==> src/rtl/core/cdbm_pkg.sv <==
`default_nettype none

package cdbm_pkg;

	// field widths
	localparam int ELAPSED_W = 40;
	localparam int COUNT_W   = 64;
	localparam int BW_W      = 48;
	localparam int HALF_W    = 32;

	// fixed-point and scaling constants
	localparam int FRACTION_BITS_DEF = 16;
	localparam int US_W              = 20;
	localparam logic [US_W-1:0] US_PER_S = US_W'(1000000);
	localparam int MIB_SHIFT         = 20;
	localparam int MUL_W             = HALF_W + US_W;
	localparam int PROD_W            = COUNT_W + US_W;
	localparam logic [BW_W-1:0] BW_MAX = '1;

	// result status codes
	localparam logic STATUS_OK    = 1'b0;
	localparam logic STATUS_UNAVL = 1'b1;

	// controller to datapath commands
	typedef struct packed {
		logic capture;
		logic eval;
		logic mul_lo;
		logic mul_hi;
		logic div_step;
		logic emit;
	} cdbm_cmd_t;

	// datapath to controller status
	typedef struct packed {
		logic normal;
		logic out_free;
	} cdbm_sts_t;

endpackage

`default_nettype wire

==> src/rtl/core/cdbm_in_if.sv <==
`default_nettype none

interface cdbm_in_if
	import cdbm_pkg::*;
();
	logic                 valid;
	logic                 ready;
	logic [ELAPSED_W-1:0] elapsed_us;
	logic [COUNT_W-1:0]   byte_count;
	logic                 count_valid;

	modport source (output valid, output elapsed_us, output byte_count, output count_valid,
		input ready);
	modport sink (input valid, input elapsed_us, input byte_count, input count_valid,
		output ready);
endinterface

`default_nettype wire

==> src/rtl/core/cdbm_out_if.sv <==
`default_nettype none

interface cdbm_out_if
	import cdbm_pkg::*;
();
	logic            valid;
	logic            ready;
	logic            status;
	logic [BW_W-1:0] bandwidth;

	modport source (output valid, output status, output bandwidth, input ready);
	modport sink (input valid, input status, input bandwidth, output ready);
endinterface

`default_nettype wire

==> src/rtl/core/cdbm_ctrl.sv <==
`default_nettype none

module cdbm_ctrl
	import cdbm_pkg::*;
#(
	parameter int FRACTION_BITS = FRACTION_BITS_DEF
) (
	input  wire logic      clk,
	input  wire logic      arst_n,
	input  wire logic      in_valid,
	output logic           in_ready,
	input  wire cdbm_sts_t sts,
	output cdbm_cmd_t      cmd
);

	localparam int ITER  = COUNT_W + FRACTION_BITS;
	localparam int CNT_W = $clog2(ITER);
	localparam logic [CNT_W-1:0] LAST = CNT_W'(ITER - 1);

	typedef enum logic [5:0] {
		ST_IDLE   = 6'b000001,
		ST_EVAL   = 6'b000010,
		ST_MUL_LO = 6'b000100,
		ST_MUL_HI = 6'b001000,
		ST_DIV    = 6'b010000,
		ST_EMIT   = 6'b100000
	} state_t;

	state_t           state_q, state_d;
	logic [CNT_W-1:0] cnt_q;

	// next state and commands
	always_comb begin
		state_d      = state_q;
		cmd          = '0;
		in_ready     = 1'b0;
		unique case (state_q)
			ST_IDLE: begin
				in_ready    = 1'b1;
				cmd.capture = in_valid;
				if (in_valid) state_d = ST_EVAL;
			end
			ST_EVAL: begin
				cmd.eval = 1'b1;
				state_d  = sts.normal ? ST_MUL_LO : ST_EMIT;
			end
			ST_MUL_LO: begin
				cmd.mul_lo = 1'b1;
				state_d    = ST_MUL_HI;
			end
			ST_MUL_HI: begin
				cmd.mul_hi = 1'b1;
				state_d    = ST_DIV;
			end
			ST_DIV: begin
				cmd.div_step = 1'b1;
				if (cnt_q == '0) state_d = ST_EMIT;
			end
			ST_EMIT: begin
				cmd.emit = sts.out_free;
				if (sts.out_free) state_d = ST_IDLE;
			end
			default: state_d = ST_IDLE;
		endcase
	end

	// state register and divide step counter
	always_ff @(posedge clk or negedge arst_n) begin
		if (!arst_n) begin
			state_q <= ST_IDLE;
			cnt_q   <= '0;
		end else begin
			state_q <= state_d;
			if (state_q == ST_MUL_HI) cnt_q <= LAST;
			else if (state_q == ST_DIV) cnt_q <= cnt_q - 1'b1;
		end
	end

endmodule

`default_nettype wire

==> src/rtl/core/cdbm_dp.sv <==
`default_nettype none

module cdbm_dp
	import cdbm_pkg::*;
#(
	parameter int FRACTION_BITS = FRACTION_BITS_DEF
) (
	input  wire logic                 clk,
	input  wire logic                 arst_n,
	input  wire cdbm_cmd_t            cmd,
	output cdbm_sts_t                 sts,
	input  wire logic [ELAPSED_W-1:0] elapsed_us,
	input  wire logic [COUNT_W-1:0]   byte_count,
	input  wire logic                 count_valid,
	output logic                      res_valid,
	input  wire logic                 res_ready,
	output logic                      res_status,
	output logic [BW_W-1:0]           res_bandwidth
);

	localparam int EXT_W = PROD_W + FRACTION_BITS;
	localparam int DVD_W = EXT_W - MIB_SHIFT;

	// captured sample
	logic [ELAPSED_W-1:0] elapsed_q;
	logic [COUNT_W-1:0]   count_q;
	logic                 cvalid_q;

	// meter state
	logic [COUNT_W-1:0]   prev_q;
	logic                 based_q;

	// working registers
	logic [COUNT_W-1:0]   delta_q;
	logic [PROD_W-1:0]    prod_q;
	logic [DVD_W-1:0]     dvd_q;
	logic [ELAPSED_W-1:0] rem_q;
	logic [BW_W-1:0]      quo_q;
	logic                 sat_q;
	logic                 norm_q;
	logic                 stat_q;

	// output register
	logic                 out_valid_q;
	logic                 out_status_q;
	logic [BW_W-1:0]      out_bw_q;

	logic                 go_normal;
	logic [HALF_W-1:0]    mul_in;
	logic [MUL_W-1:0]     mul_out;
	logic [PROD_W-1:0]    prod_sum;
	logic [EXT_W-1:0]     ext;
	logic [ELAPSED_W:0]   rem_sh;
	logic                 rem_ge;
	logic [ELAPSED_W-1:0] rem_nx;
	logic [BW_W-1:0]      bw_res;

	// classification of the captured sample
	assign go_normal = cvalid_q && based_q && (elapsed_q != '0) && (count_q >= prev_q);

	// shared 32x20 multiplier, low half then high half
	assign mul_in   = cmd.mul_hi ? delta_q[COUNT_W-1:HALF_W] : delta_q[HALF_W-1:0];
	assign mul_out  = MUL_W'(mul_in) * MUL_W'(US_PER_S);
	assign prod_sum = prod_q + (PROD_W'(mul_out) << HALF_W);
	assign ext      = EXT_W'(prod_sum) << FRACTION_BITS;

	// restoring divide step by elapsed time
	assign rem_sh = {rem_q, dvd_q[DVD_W-1]};
	assign rem_ge = rem_sh >= {1'b0, elapsed_q};
	assign rem_nx = rem_ge ? ELAPSED_W'(rem_sh - {1'b0, elapsed_q}) : rem_sh[ELAPSED_W-1:0];

	// final value, zero when unavailable
	assign bw_res = !norm_q ? '0 : (sat_q ? BW_MAX : quo_q);

	assign sts.normal   = go_normal;
	assign sts.out_free = !out_valid_q || res_ready;

	// per-case update of the baseline flag and the stored count
	always_ff @(posedge clk or negedge arst_n) begin
		if (!arst_n) begin
			prev_q  <= '0;
			based_q <= 1'b0;
		end else if (cmd.eval) begin
			if (!cvalid_q) begin
				based_q <= 1'b0;
			end else begin
				prev_q  <= count_q;
				if (!based_q || elapsed_q == '0) based_q <= 1'b1;
			end
		end
	end

	// payload registers
	always_ff @(posedge clk) begin
		if (cmd.capture) begin
			elapsed_q <= elapsed_us;
			count_q   <= byte_count;
			cvalid_q  <= count_valid;
		end
		if (cmd.eval) begin
			delta_q <= count_q - prev_q;
			norm_q  <= go_normal;
			stat_q  <= (go_normal || (cvalid_q && elapsed_q == '0)) ? STATUS_OK : STATUS_UNAVL;
		end
		if (cmd.mul_lo) prod_q <= PROD_W'(mul_out);
		if (cmd.mul_hi) begin
			dvd_q <= ext[EXT_W-1:MIB_SHIFT];
			rem_q <= '0;
			quo_q <= '0;
			sat_q <= 1'b0;
		end else if (cmd.div_step) begin
			dvd_q <= dvd_q << 1;
			rem_q <= rem_nx;
			quo_q <= {quo_q[BW_W-2:0], rem_ge};
			sat_q <= sat_q | quo_q[BW_W-1];
		end
		if (cmd.emit) begin
			out_status_q <= stat_q;
			out_bw_q     <= bw_res;
		end
	end

	// result beat valid
	always_ff @(posedge clk or negedge arst_n) begin
		if (!arst_n) begin
			out_valid_q <= 1'b0;
		end else if (cmd.emit) begin
			out_valid_q <= 1'b1;
		end else if (res_ready) begin
			out_valid_q <= 1'b0;
		end
	end

	assign res_valid     = out_valid_q;
	assign res_status    = out_status_q;
	assign res_bandwidth = out_bw_q;

endmodule

`default_nettype wire

==> src/rtl/core/counter_delta_bandwidth_meter.sv <==
// sequence: capture, evaluate and emit when no rate is computed; capture,
//   evaluate, multiply low and high halves, divide and emit when one is
// throughput: one sample in work at a time; the bit-serial divider takes
//   one quotient bit per cycle over 64 + FRACTION_BITS bits
// reset: arst_n clears the baseline, the stored count and all handshake state
`default_nettype none

module counter_delta_bandwidth_meter
	import cdbm_pkg::*;
#(
	parameter int FRACTION_BITS = FRACTION_BITS_DEF
) (
	input wire logic   clk,
	input wire logic   arst_n,
	cdbm_in_if.sink    sample,
	cdbm_out_if.source result
);

	cdbm_cmd_t cmd;
	cdbm_sts_t sts;

	// controller
	cdbm_ctrl #(
		.FRACTION_BITS(FRACTION_BITS)
	) u_ctrl (
		.clk      (clk),
		.arst_n   (arst_n),
		.in_valid (sample.valid),
		.in_ready (sample.ready),
		.sts      (sts),
		.cmd      (cmd)
	);

	// datapath
	cdbm_dp #(
		.FRACTION_BITS(FRACTION_BITS)
	) u_dp (
		.clk           (clk),
		.arst_n        (arst_n),
		.cmd           (cmd),
		.sts           (sts),
		.elapsed_us    (sample.elapsed_us),
		.byte_count    (sample.byte_count),
		.count_valid   (sample.count_valid),
		.res_valid     (result.valid),
		.res_ready     (result.ready),
		.res_status    (result.status),
		.res_bandwidth (result.bandwidth)
	);

	// an unavailable result carries zero bandwidth
	a_unavl_zero: assert property (@(posedge clk) disable iff (!arst_n)
		result.valid && result.status == STATUS_UNAVL |-> result.bandwidth == '0)
		else $error("unavailable result with nonzero bandwidth");

	// one sample in flight: busy right after a sample beat
	a_busy_after_accept: assert property (@(posedge clk) disable iff (!arst_n)
		sample.valid && sample.ready |=> !sample.ready)
		else $error("sample taken while previous still in work");

	// a new result only comes out of work in progress
	a_result_from_work: assert property (@(posedge clk) disable iff (!arst_n)
		$rose(result.valid) |-> $past(!sample.ready))
		else $error("result appeared without a sample in work");

endmodule

`default_nettype wire

==> src/flat_wrapper.sv <==
// flat-port wrapper written by rule: the top's interface ports become plain ports
module counter_delta_bandwidth_meter_flat import cdbm_pkg::*;
#(
	parameter int FRACTION_BITS = FRACTION_BITS_DEF
)
  (clk, arst_n, sample_valid, sample_elapsed_us, sample_byte_count, sample_count_valid, sample_ready, result_valid, result_status, result_bandwidth, result_ready);
  cdbm_in_if sample_i ();
  cdbm_out_if result_i ();
  input wire logic clk;
  input wire logic arst_n;
  input wire logic [$bits(sample_i.valid)-1:0] sample_valid;
  input wire logic [$bits(sample_i.elapsed_us)-1:0] sample_elapsed_us;
  input wire logic [$bits(sample_i.byte_count)-1:0] sample_byte_count;
  input wire logic [$bits(sample_i.count_valid)-1:0] sample_count_valid;
  output wire logic [$bits(sample_i.ready)-1:0] sample_ready;
  output wire logic [$bits(result_i.valid)-1:0] result_valid;
  output wire logic [$bits(result_i.status)-1:0] result_status;
  output wire logic [$bits(result_i.bandwidth)-1:0] result_bandwidth;
  input wire logic [$bits(result_i.ready)-1:0] result_ready;
  assign sample_i.valid = sample_valid;
  assign sample_i.elapsed_us = sample_elapsed_us;
  assign sample_i.byte_count = sample_byte_count;
  assign sample_i.count_valid = sample_count_valid;
  assign sample_ready = sample_i.ready;
  assign result_valid = result_i.valid;
  assign result_status = result_i.status;
  assign result_bandwidth = result_i.bandwidth;
  assign result_i.ready = result_ready;
  counter_delta_bandwidth_meter #(.FRACTION_BITS(FRACTION_BITS)) u_core (.clk(clk), .arst_n(arst_n), .sample(sample_i), .result(result_i));
endmodule
==> config.mk <==
export PLATFORM = sky130hd
export DESIGN_NAME = counter_delta_bandwidth_meter_flat
export DESIGN_NICKNAME = d
export VERILOG_FILES = /design/src/rtl/core/cdbm_pkg.sv /design/src/rtl/core/cdbm_in_if.sv /design/src/rtl/core/cdbm_out_if.sv /design/src/rtl/core/cdbm_ctrl.sv /design/src/rtl/core/cdbm_dp.sv /design/src/rtl/core/counter_delta_bandwidth_meter.sv /design/src/flat_wrapper.sv
export SDC_FILE = /design/constraint.sdc
export NUM_CORES = 1
export LEC_CHECK = 0
export BUFFER_PORTS_ARGS = -buffer_cell sky130_fd_sc_hd__buf_2
export CAP_MARGIN = 40
export CORE_MARGIN = 1
export CORE_UTILIZATION = 44
export DETAILED_ROUTE_END_ITERATION = 12
export GPL_ROUTABILITY_DRIVEN = 0
export GPL_TIMING_DRIVEN = 0
export PLACE_DENSITY = 0.63
export SETUP_SLACK_MARGIN = 0.5
export SLEW_MARGIN = 20
export SYNTH_ARGS = -nofsm -noshare
export SYNTH_HDL_FRONTEND = slang
export SYNTH_SLANG_ARGS = --single-unit
==> constraint.sdc <==
create_clock -name clk -period 14.36 [get_ports clk]
set_clock_uncertainty 0.2 [all_clocks]
set_input_delay 0.718 -clock clk [delete_from_list [all_inputs] [get_ports clk]]
set_output_delay 0.718 -clock clk [all_outputs]
set_load 0.02 [all_outputs]
==> results of run 1 <==
[synth_stat cells, types with 12 or more instances]
| cell type | count |
|---|---|
| dfrtp_1 | 78 |
| o21a_1 | 74 |
| and2_1 | 22 |
| ha_1 | 268 |
| dfxtp_1 | 89 |
| a22oi_1 | 12 |
| fa_1 | 117 |
| nor2b_1 | 27 |
| and3_1 | 20 |
| a31oi_1 | 15 |
| nand3_1 | 55 |
| xor2_1 | 64 |
| o21bai_1 | 29 |
| o21ai_1 | 13 |
| o21ai_0 | 165 |
| nor3_1 | 40 |
| edfxtp_1 | 344 |
| nor2_1 | 124 |
| a22o_1 | 53 |
| a21o_1 | 90 |
| clkbuf_1 | 94 |
| nor4_1 | 20 |
| a211oi_1 | 15 |
| a21oi_1 | 186 |
| inv_1 | 295 |
| xnor2_1 | 151 |
| mux2_2 | 64 |
| nand4_1 | 43 |
| nand2_1 | 311 |
| mux2i_1 | 28 |
| nand2b_1 | 29 |
[path summary, 6_finish.rpt]
check	slack, ps	cells after the start	endpoint
setup / recovery	3170	32	u_core.u_dp.dvd_q[78]
max in group asynchronous	12850	3	u_core.u_dp.prev_q[9]
setup reg to reg	3170	32	u_core.u_dp.dvd_q[78]
min in group asynchronous	470	2	u_core.u_dp.prev_q[47]
hold / removal	70	1	u_core.u_dp.count_q[36]
hold reg to reg	220	0	u_core.u_dp.res_status
[state kept, by name, indices dropped and copies added, names as in the netlist]
| signal | cells |
|---|---|
| u_core.u_dp.elapsed_q | 40 |
| u_core.u_dp.dvd_q | 78 |
| u_core.u_dp.res_status | 1 |
| u_core.u_dp.norm_q | 1 |
| u_core.u_dp.delta_q | 64 |
| u_core.u_dp.res_bandwidth | 48 |
| u_core.u_dp.stat_q | 1 |
| u_core.u_dp.rem_q | 40 |
| u_core.u_dp.prod_q | 46 |
| u_core.u_dp.res_valid | 1 |
| u_core.u_dp.quo_q | 48 |
| u_core.u_dp.prev_q | 64 |
| u_core.u_ctrl.cnt_q | 7 |
| u_core.u_ctrl.state_q | 6 |
| u_core.u_dp.count_q | 64 |
| u_core.u_dp.sat_q | 1 |
| u_core.u_dp.based_q | 1 |
| u_core.u_dp.cvalid_q | 1 |
[kinds of logic (layout without fill, tap and decap cells)]
| logic type | Yosys count | count (layout) |
|---|---|---|
| flops | 512 | 512 |
| fa+ha+maj | 387 | 387 |
| simple gates | 751 | 751 |
| mux | 92 | 92 |
| buf+inv | 414 | 706 |
| xor+xnor | 215 | 215 |
| compound gates | 758 | 758 |
[per-stage QoR]
stage	std cells	hold slack (ps)
after floorplan	3129	200
after global placement	4247	206
after detailed placement	4272	210
after CTS	4377	30.1
after global routing	4380	40.3
final	4380	66.2
[layout make-up]
class / instances / area [sq um]
clock inverter: 43 / 547
multi-input combinational: 2203 / 17200
clock buffer: 61 / 1440
sequential: 512 / 14100
inverter: 300 / 1130
fill: 6706 / 36300
timing repair buffer: 188 / 1130
buffer: 114 / 452
tap: 959 / 1200
[layer usage]
layer / track usage, % / vias up
met2: 34.8 / 514
met4: 6.08 / 0
met3: 2.30 / 113
met5: 0 / -
li1: - / 11700
met1: 28.1 / 11300
[repair_timing]
| item | 4_1_cts | 5_1_grt |
|---|---|---|
| buffers inserted | 0 | 0 |
| hold endpoints to repair | 41 | 0 |
| hold buffers | 1 | 0 |
[critical path, delay by kind of cell, from the launching register on]
kind	cells	cell delay [ps]
AO/OA/AOI/OAI	4	930
XOR/XNOR	2	660
adder cells (fa/ha/maj)	7	2980
buffers and inverters	11	2390
flip-flops	1	460
multiplexers	2	1040
AND/OR/NAND/NOR	6	2220
==> qor.csv, run 1 <==
stage;metric;value;unit
sta;worst-margin pin slew;867;ps
worst_setup_path;critical path's slowest cell;mux2i_1;
detailed_routing;uppermost routed layer;met4;
detailed_routing;wire length on met3;3110;um
layout;Final Cell Area;37200;sq um
clocking;# resized after CTS;0;
detailed_routing;routed len/inst;17.8;um
clocking;CTS H-Tree Depth;2;
hold_path;hold_sp;sample_byte_count[36];
layout;n_diodes;0;
global_route;initial antenna violation count;0;
detailed_routing;DRC violations left;0;
synth;synth top area cells;edfxtp_1 (31%), ha_1 (10%), fa_1 (7.1%);
synth;Cells after Synth;3129;
layout;Layout Nets;3868;
worst_setup_path;most used cell, CP;inv_1;
detailed_routing;Initial DRT Pass Iterations;5;
detailed_routing;Total Wirelength;77900;um
synth;Distinct cells, synth;96;
placed_design;Final HPWL DP;61400;um
outcome;status;completed;
synth;net count after synthesis;3623;
synth;Post-synth EDFFs;344;
job;maxcap violations;0;
worst_setup_path;worst setup path start;u_core.u_ctrl.state_q[4];
detailed_routing;Met2 Wirelength;37200;um
floorplanning;die area;75800;sq um
synth;Cell Area, Synth;32900;sq um
worst_setup_path;Worst setup SP type;flop;
global_route;Congestion Overflow GR;0;
placed_design;Port Buf Inserts;159;
clocking;CTS sink cnt;512;
sta;Slew Limit Fails;0;
synth;simple-gate share of the synthesized area;11.1;%
sta;fin crit share;77.9;%
global_route;first-pass GRT wire length;124000;um
global_route;largest net degree at the start of global routing;58;
clocking;CTS tree;built;
synth;Post-synth ARST share;15.4;%
worst_setup_path;required time of the critical path;14530;ps
floorplanning;initial core utilization;44.7;%
placed_design;Placed Area;35200;sq um
worst_setup_path;Setup Crit Path Kind;flop to flop;
synth;Yosys reg bits;512;
layout;final core occ;50.6;%
detailed_routing;Vias;23600;
floorplanning;row count;99;
synth;adder-cell share of the synthesized area;17.4;%
synth;synthesis warning total;0;
synth;post-synthesis average cell area;10.5;sq um
worst_setup_path;worst-path maximum fanout;10;
synth;Main synth FF type;edfxtp_1;
floorplanning;placeable core area;73500;sq um
sta;total negative slack;0;ps
clocking;CTS clk-pin slew, worst paths;70;ps
synth;mux contribution to synthesized area;3.05;%
sta;RSZ-0062 raised after global routing;no;
clocking;Root Driver;clkbuf_16;
worst_setup_path;Critical Path Max Stage Delay;760;ps
clocking;CTS Buf Count;55;
hold_path;HP Class;primary input to flop;
floorplanning;Die X;275;um
clocking;Clock Path Buffers;3;
clocking;Clk Latency, worst-skew pair;630;ps
synth;Synth Area in XOR/XNOR;5.73;%
layout;share of cells above drive strength 1;11.8;%
sta;Setup-failing EPs final;0;
layout;synth-to-layout area growth;13.2;%
synth;main combinational cell family by area after synthesis;adder cells;
synth;area leader, netlist;edfxtp_1;
detailed_routing;M1 WL;35600;um
sta;Max Freq;89.4;MHz
sta;Rel. slew slack;41.3;%
floorplanning;io pins;160;
detailed_routing;vias per cell;5.38;
sta;post-layout minimum cycle time;11190;ps
worst_setup_path;RR Startpoint;u_core.u_ctrl.state_q[4];
sta;final hold vios;0;
worst_setup_path;worst endpoint data arrival time;11360;ps
synth;post-synthesis sequential area ratio;42.9;%
synth;area fraction of the dominant cell type after synthesis;31.4;%
global_route;GRT Total Usage;20.7;%
synth;compound-cell area share of the yosys netlist;15.1;%
detailed_routing;DR iter-0 viols;1376;
global_route;vias in the first global route;23000;
placed_design;Place WS;3280;ps
sta;setup ws final;3170;ps
layout;commonest cells after routing, fill and taps aside;edfxtp_1 (344), nand2_1 (311), inv_1 (294);
worst_setup_path;CP endpoint kind;flop;
floorplanning;Chip Height;275;um
detailed_routing;Antenna Violating Nets Remaining;0;
layout;most common cell after layout, fill and taps aside;edfxtp_1;
Power of run 1 is left out: the tool's default activity adds up to more than one toggle a clock period on the data nets, which glitch-free logic cannot reach.
==> inputs of run 2 (changes only) <==
ABC_AREA = 1   (was default)
PLACE_DENSITY = 0.66   (was 0.63)
clock period = 9 ns   (was 14.36 ns; I/O delays follow)
==> run 2 against run 1 <==
Net effect:
- non-clock buffer count up 63
- die area grew 7.9%
- area after synthesis rose by 8.0%
- via count increased by 26%
- first-iteration DRC count is 51% higher
- design area grew 10%
- clock-buffer cell count is 8 higher
- final cell count is 31% higher
==> qor.csv, run 2 <==
stage;metric;value;unit;change
outcome;status;completed;;unchanged
synth;net count after synthesis;4799;;was 3623
clocking;CTS sink cnt;512;;unchanged
worst_setup_path;worst endpoint data arrival time;8240;ps;was 11360 ps
synth;compound-cell area share of the yosys netlist;11.3;%;was 15.1%
detailed_routing;Vias;29600;;was 23600
placed_design;placed cells;5533;;was 4272
sta;worst-case hold slack;134;ps;was 66.2 ps
synth;synth top area cells;edfxtp_1 (29%), nand2_1 (11%), ha_1 (9.4%);;was edfxtp_1 (31%), ha_1 (10%), fa_1 (7.1%)
clocking;postcts setup bufs;0;;unchanged
worst_setup_path;CP endpoint kind;flop;;unchanged
detailed_routing;Total Wirelength;94400;um;was 77900 um
floorplanning;Chip Height;286;um;was 275 um
synth;mux contribution to synthesized area;0;%;was 3.05%
layout;Reg with most FFs;u_core.u_dp.dvd_q;;unchanged
clocking;Root Driver;clkbuf_16;;unchanged
worst_setup_path;required time of the critical path;9180;ps;was 14530 ps
layout;synth-to-layout area growth;15.4;%;was 13.2%
hold_path;HP Class;primary input to asynchronous set/reset pin;;was primary input to flop
worst_setup_path;RR Startpoint;u_core.u_ctrl.state_q[5];;was u_core.u_ctrl.state_q[4]
sta;post-layout minimum cycle time;8060;ps;was 11190 ps
worst_setup_path;Critical Path Max Stage Delay;560;ps;was 760 ps
clocking;Clock Path Buffers;3;;unchanged
worst_setup_path;critical path's slowest cell;fa_1;;was mux2i_1
sta;Rel. slew slack;42.3;%;was 41.3%
layout;n_diodes;0;;unchanged
synth;post-synthesis average cell area;8.24;sq um;was 10.5 sq um
worst_setup_path;Reg2Reg Setup Slack;940;ps;was 3170 ps
clocking;Clk Latency, worst-skew pair;640;ps;was 630 ps
floorplanning;Die X;286;um;was 275 um
worst_setup_path;cells on worst reg2reg path;33;;was 32
global_route;first-pass GRT wire length;151000;um;was 124000 um
clocking;CTS tree;built;;unchanged
floorplanning;io pins;160;;unchanged
placed_design;Final HPWL DP;75600;um;was 61400 um
detailed_routing;routed len/inst;16.4;um;was 17.8 um
synth;Post-synth ARST share;15.4;%;unchanged
floorplanning;row count;103;;was 99
synth;Cell Area, Synth;35500;sq um;was 32900 sq um
synth;Post-synth EDFFs;344;;unchanged
layout;Finished Layout Cells;5746;;was 4380
detailed_routing;Initial DRT Pass Iterations;6;;was 5
synth;main combinational cell family by area after synthesis;simple AND/OR/NAND/NOR gates;;was adder cells
synth;post-synthesis sequential area ratio;39.7;%;was 42.9%
layout;commonest cells after routing, fill and taps aside;nand2_1 (1026), inv_1 (687), edfxtp_1 (344);;was edfxtp_1 (344), nand2_1 (311), inv_1 (294)
floorplanning;placeable core area;79400;sq um;was 73500 sq um
global_route;GRT Total Usage;23.0;%;was 20.7%
synth;adder-cell share of the synthesized area;16.0;%;was 17.4%
floorplanning;die area;81800;sq um;was 75800 sq um
worst_setup_path;FF-to-FF End;u_core.u_dp.dvd_q[71];;was u_core.u_dp.dvd_q[78]
detailed_routing;Antenna Violating Nets Remaining;0;;unchanged
layout;share of cells above drive strength 1;9.92;%;was 11.8%
layout;Largest register FFs;78;;unchanged
floorplanning;initial core utilization;44.7;%;about the same
worst_setup_path;worst-path maximum fanout;10;;unchanged
clocking;CTS Buf Count;56;;was 55
layout;final core occ;51.6;%;was 50.6%
worst_setup_path;most used cell, CP;nand2_1;;was inv_1
synth;area fraction of the dominant cell type after synthesis;29.1;%;was 31.4%
synth;Synth Area in XOR/XNOR;3.63;%;was 5.73%
global_route;Congestion Overflow GR;0;;unchanged
job;maxcap violations;0;;unchanged
worst_setup_path;Setup Crit Path Kind;flop to flop;;unchanged
sta;Setup-failing EPs final;0;;unchanged
sta;Slew Limit Fails;0;;unchanged
synth;simple-gate share of the synthesized area;20.8;%;was 11.1%
layout;most common cell after layout, fill and taps aside;nand2_1;;was edfxtp_1
detailed_routing;DR iter-0 viols;2082;;was 1376
placed_design;Port Buf Inserts;159;;unchanged
clocking;CTS H-Tree Depth;2;;unchanged
layout;Layout Nets;5147;;was 3868
sta;fin crit share;89.5;%;was 77.9%
synth;area leader, netlist;edfxtp_1;;unchanged
synth;top-count cell post-synth;nand2_1;;was edfxtp_1
synth;Main synth FF type;edfxtp_1;;unchanged
sta;Max Freq;124;MHz;was 89.4 MHz
sta;worst-margin pin slew;857;ps;was 867 ps
sta;RSZ-0062 raised after global routing;no;;unchanged
synth;top cells by count, synth;nand2_1 (1026), inv_1 (689), nor2_1 (347);;was edfxtp_1 (344), nand2_1 (311), inv_1 (295)
global_route;initial antenna violation count;0;;unchanged
detailed_routing;DRC violations left;0;;unchanged
clocking;CTS clk-pin slew, worst paths;60;ps;was 70 ps
global_route;vias in the first global route;28600;;was 23000
detailed_routing;vias per cell;5.15;;was 5.38
synth;Distinct cells, synth;57;;was 96
sta;final hold vios;0;;unchanged
worst_setup_path;Worst setup SP type;flop;;unchanged
synth;Yosys reg bits;512;;unchanged
synth;synthesis warning total;0;;unchanged
synth;Cells after Synth;4305;;was 3129
sta;total negative slack;0;ps;unchanged
global_route;largest net degree at the start of global routing;61;;was 58
[run 2: per-layer routing]
layer / share of wire (%) / global-route usage, %
met5: 0 / 0
met4: 3.8 / 8.54
met3: 4.5 / 2.35
met2: 47 / 38.6
met1: 45 / 30.8
[run 2: logic make-up after synthesis]
family / after synthesis
DFF: 512
adders and majority gates: 385
and+or+nand+nor: 1748
xor gates and xnor gates: 147
buffers and inverters: 798
AOI/OAI and AO/OA: 715
[run 2: through the flow]
step	setup WS [ps]	area [sq um]
after floorplan	1850	35500
after global placement	-307	37600
after detailed placement	242	37900
after CTS	556	40900
after global routing	506	41000
final	943	41000
[run 2: timing repair]
| action | in CTS | in global routing |
|---|---|---|
| hold endpoints to repair | 175 | 0 |
| hold buffers | 108 | 0 |
| endpoints found under the setup margin | 16 | 17 |
| pin swaps | 0 | 1 |
| resized for setup | 5 | 28 |
[run 2: worst max path at each step]
stage,cells past startpoint,start,to
floorplan,34,u_core.u_ctrl.state_q[5],u_core.u_dp.dvd_q[75]
global placement,31,u_core.u_ctrl.state_q[5],u_core.u_dp.dvd_q[76]
detailed placement,32,u_core.u_ctrl.state_q[5],u_core.u_dp.dvd_q[76]
CTS,33,u_core.u_ctrl.state_q[5],u_core.u_dp.dvd_q[71]
global route,35,u_core.u_ctrl.state_q[5],u_core.u_dp.dvd_q[79]
finish,33,u_core.u_ctrl.state_q[5],u_core.u_dp.dvd_q[71]
[run 2: area by class of cell]
type / count / area (sq um)
Clock inverter: 32 / 363
Timing Repair Buffer: 290 / 2200
Inverter: 723 / 2720
Tap cell: 1050 / 1310
Sequential cell: 512 / 14100
Buffer: 75 / 315
Clock buffer: 69 / 1500
Multi-Input combinational cell: 2995 / 18500
Fill cell: 7588 / 38400
[run 2: critical path, delay by kind of cell (launching register included)]
kind | cells | cell delay (ps)
adders and majority gates | 7 | 3010
AOI/OAI and AO/OA | 2 | 470
buffers and inverters | 7 | 1270
DFF | 1 | 420
and+or+nand+nor | 17 | 2450
Power of run 2 is left out for the same reason.
==> inputs of run 3 (changes only) <==
PLACE_DENSITY = 0.63   (was 0.66)
clock period = 7.7 ns   (was 9 ns; I/O delays follow)
==> run 3 against run 2 <==
Net effect:
- non-clock buffer count is 96 higher
- final cell count grew 1.8%
- setup slack got worse by 340 ps
- highest routed layer unchanged
- utilization is 2.9 points higher
- via count up 2.2%
- design area rose by 5.7%
- hold slack worse by 76 ps
- largest cell class unchanged
- critical path type unchanged
- fmax grew 14%
- global-route usage grew 0.49 points
- die area unchanged
- first-iteration DRC count is 8.3% lower
==> qor.csv, run 3 (synthesized netlist as in run 2, its figures left out) <==
stage;metric;value;unit;change
layout;most common cell after layout, fill and taps aside;nand2_1;;unchanged
worst_setup_path;most used cell, CP;fa_1;;was nand2_1
floorplanning;row count;103;;unchanged
detailed_routing;Initial DRT Pass Iterations;6;;unchanged
sta;fin crit share;92.2;%;was 89.5%
layout;filler cell count;7308;;was 7588
clocking;Root Driver;clkbuf_16;;unchanged
worst_setup_path;CP endpoint kind;flop;;unchanged
worst_setup_path;worst path bufs/invs;8;;was 7
worst_setup_path;cells on worst reg2reg path;33;;unchanged
detailed_routing;routed len/inst;16.8;um;was 16.4 um
detailed_routing;vias per cell;5.17;;was 5.15
detailed_routing;DR iter-0 viols;1910;;was 2082
clocking;Clock Path Buffers;3;;unchanged
worst_setup_path;RR Startpoint;u_core.u_ctrl.state_q[5];;unchanged
global_route;vias in the first global route;29300;;was 28600
layout;Largest register FFs;78;;unchanged
layout;share of cells above drive strength 1;16.8;%;was 9.92%
sta;Slew Limit Fails;0;;unchanged
sta;worst-margin pin slew;871;ps;was 857 ps
worst_setup_path;Reg2Reg Setup Slack;600;ps;was 940 ps
worst_setup_path;Worst path top cell family by delay;adder cells;;unchanged
worst_setup_path;Setup crit end;u_core.u_dp.dvd_q[71];;unchanged
floorplanning;Chip Height;286;um;unchanged
hold_path;HP Class;primary input to asynchronous set/reset pin;;unchanged
sta;Rel. slew slack;41.4;%;was 42.3%
worst_setup_path;Setup Crit Path Kind;flop to flop;;unchanged
layout;Reg with most FFs;u_core.u_dp.dvd_q;;unchanged
placed_design;Port Buf Inserts;159;;unchanged
clocking;Clk Latency, worst-skew pair;630;ps;was 640 ps
floorplanning;initial core utilization;44.7;%;unchanged
clocking;CTS H-Tree Depth;2;;unchanged
floorplanning;placeable core area;79400;sq um;unchanged
detailed_routing;Total Wirelength;98400;um;was 94400 um
global_route;GRT Total Usage;23.5;%;was 23.0%
worst_setup_path;Critical Path Max Stage Delay;500;ps;was 560 ps
sta;final hold vios;0;;unchanged
worst_setup_path;Worst path depth;33;;unchanged
worst_setup_path;worst endpoint data arrival time;7270;ps;was 8240 ps
detailed_routing;DRC violations left;0;;unchanged
sta;Max Freq;141;MHz;was 124 MHz
detailed_routing;Vias;30200;;was 29600
sta;RSZ-0062 raised after global routing;yes;;was no
outcome;status;completed;;unchanged
global_route;first-pass GRT wire length;153000;um;was 151000 um
worst_setup_path;critical path's slowest cell;fa_1;;unchanged
worst_setup_path;worst setup path start;u_core.u_ctrl.state_q[5];;unchanged
clocking;CTS clk-pin slew, worst paths;70;ps;was 60 ps
layout;commonest cells after routing, fill and taps aside;nand2_1 (939), inv_1 (663), edfxtp_1 (344);;was nand2_1 (1026), inv_1 (687), edfxtp_1 (344)
sta;Setup-failing EPs final;0;;unchanged
job;maxcap violations;0;;unchanged
floorplanning;Die X;286;um;unchanged
layout;synth-to-layout area growth;22.0;%;was 15.4%
worst_setup_path;FF-to-FF End;u_core.u_dp.dvd_q[71];;unchanged
worst_setup_path;required time of the critical path;7880;ps;was 9180 ps
clocking;CTS Buf Count;57;;was 56
layout;Layout Nets;5244;;was 5147
global_route;largest net degree at the start of global routing;61;;unchanged
floorplanning;die area;81800;sq um;unchanged
worst_setup_path;worst-path maximum fanout;6;;was 10
detailed_routing;Antenna Violating Nets Remaining;0;;unchanged
global_route;Congestion Overflow GR;0;;unchanged
sta;worst-case hold slack;57.8;ps;was 134 ps
clocking;CTS tree;built;;unchanged
global_route;initial antenna violation count;1;;was 0
sta;post-layout minimum cycle time;7100;ps;was 8060 ps
placed_design;Final HPWL DP;76500;um;was 75600 um
worst_setup_path;Worst setup SP type;flop;;unchanged
clocking;CTS sink cnt;512;;unchanged
floorplanning;io pins;160;;unchanged
run 3: worst min path at each step:
stage,end,slack (ps),from
after CTS,u_core.u_dp.prev_q[61],40,arst_n
after global placement,u_core.u_dp.rem_q[21],260,u_core.u_dp.rem_q[21]
after floorplan,u_core.u_ctrl.cnt_q[0],-110,arst_n
after detailed placement,u_core.u_dp.prev_q[52],160,arst_n
final,u_core.u_ctrl.state_q[4],60,arst_n
after global routing,u_core.u_ctrl.state_q[4],90,arst_n
run 3: what timing repair did:
item                                    4_1_cts  5_1_grt
hold buffers                                108        0
endpoints found under the hold margin       186        0
endpoints found under the setup margin       53       32
cloned                                        0        0
pin swaps                                    25      127
resized for setup                           172      254
buffers inserted                             31       65
run 3: final cells by class:
type | count | area, sq um | area share [%]
antenna | 1 | 2.50 | 0.00578
buffer | 75 | 385 | 0.890
clock buffer | 78 | 1590 | 3.67
clock inverter | 29 | 335 | 0.775
inverter | 723 | 2740 | 6.33
multi-input combinational | 2995 | 19900 | 45.9
sequential | 512 | 14100 | 32.5
tap | 1050 | 1310 | 3.03
timing repair buffer | 386 | 2980 | 6.88
run 3: metal layers:
| metal | up-vias | share of wire, % | GRT usage [%] |
|---|---|---|---|
| met5 | - | 0 | 0 |
| met4 | 0 | 3.8 | 8.98 |
| met3 | 208 | 4.7 | 2.45 |
| met2 | 834 | 47 | 39.4 |
| met1 | 14200 | 44 | 31.3 |
| li1 | 15000 | - | - |
run 3: per-stage QoR:
stage / instances / instance area (sq um) / utilization (%) / setup slack, ps / TNS, ps
floorplan: 4305 / 35500 / - / 547 / 0
global placement: 5514 / 37600 / 47.4 / -1700 / -123020
detailed placement: 5536 / 38000 / 47.8 / -955 / -18950
CTS: 5782 / 41800 / 52.7 / 478 / 0
global route: 5848 / 43300 / 54.5 / 382 / 0
finish: 5849 / 43300 / 54.5 / 602 / 0
Power of run 3 is left out for the same reason.
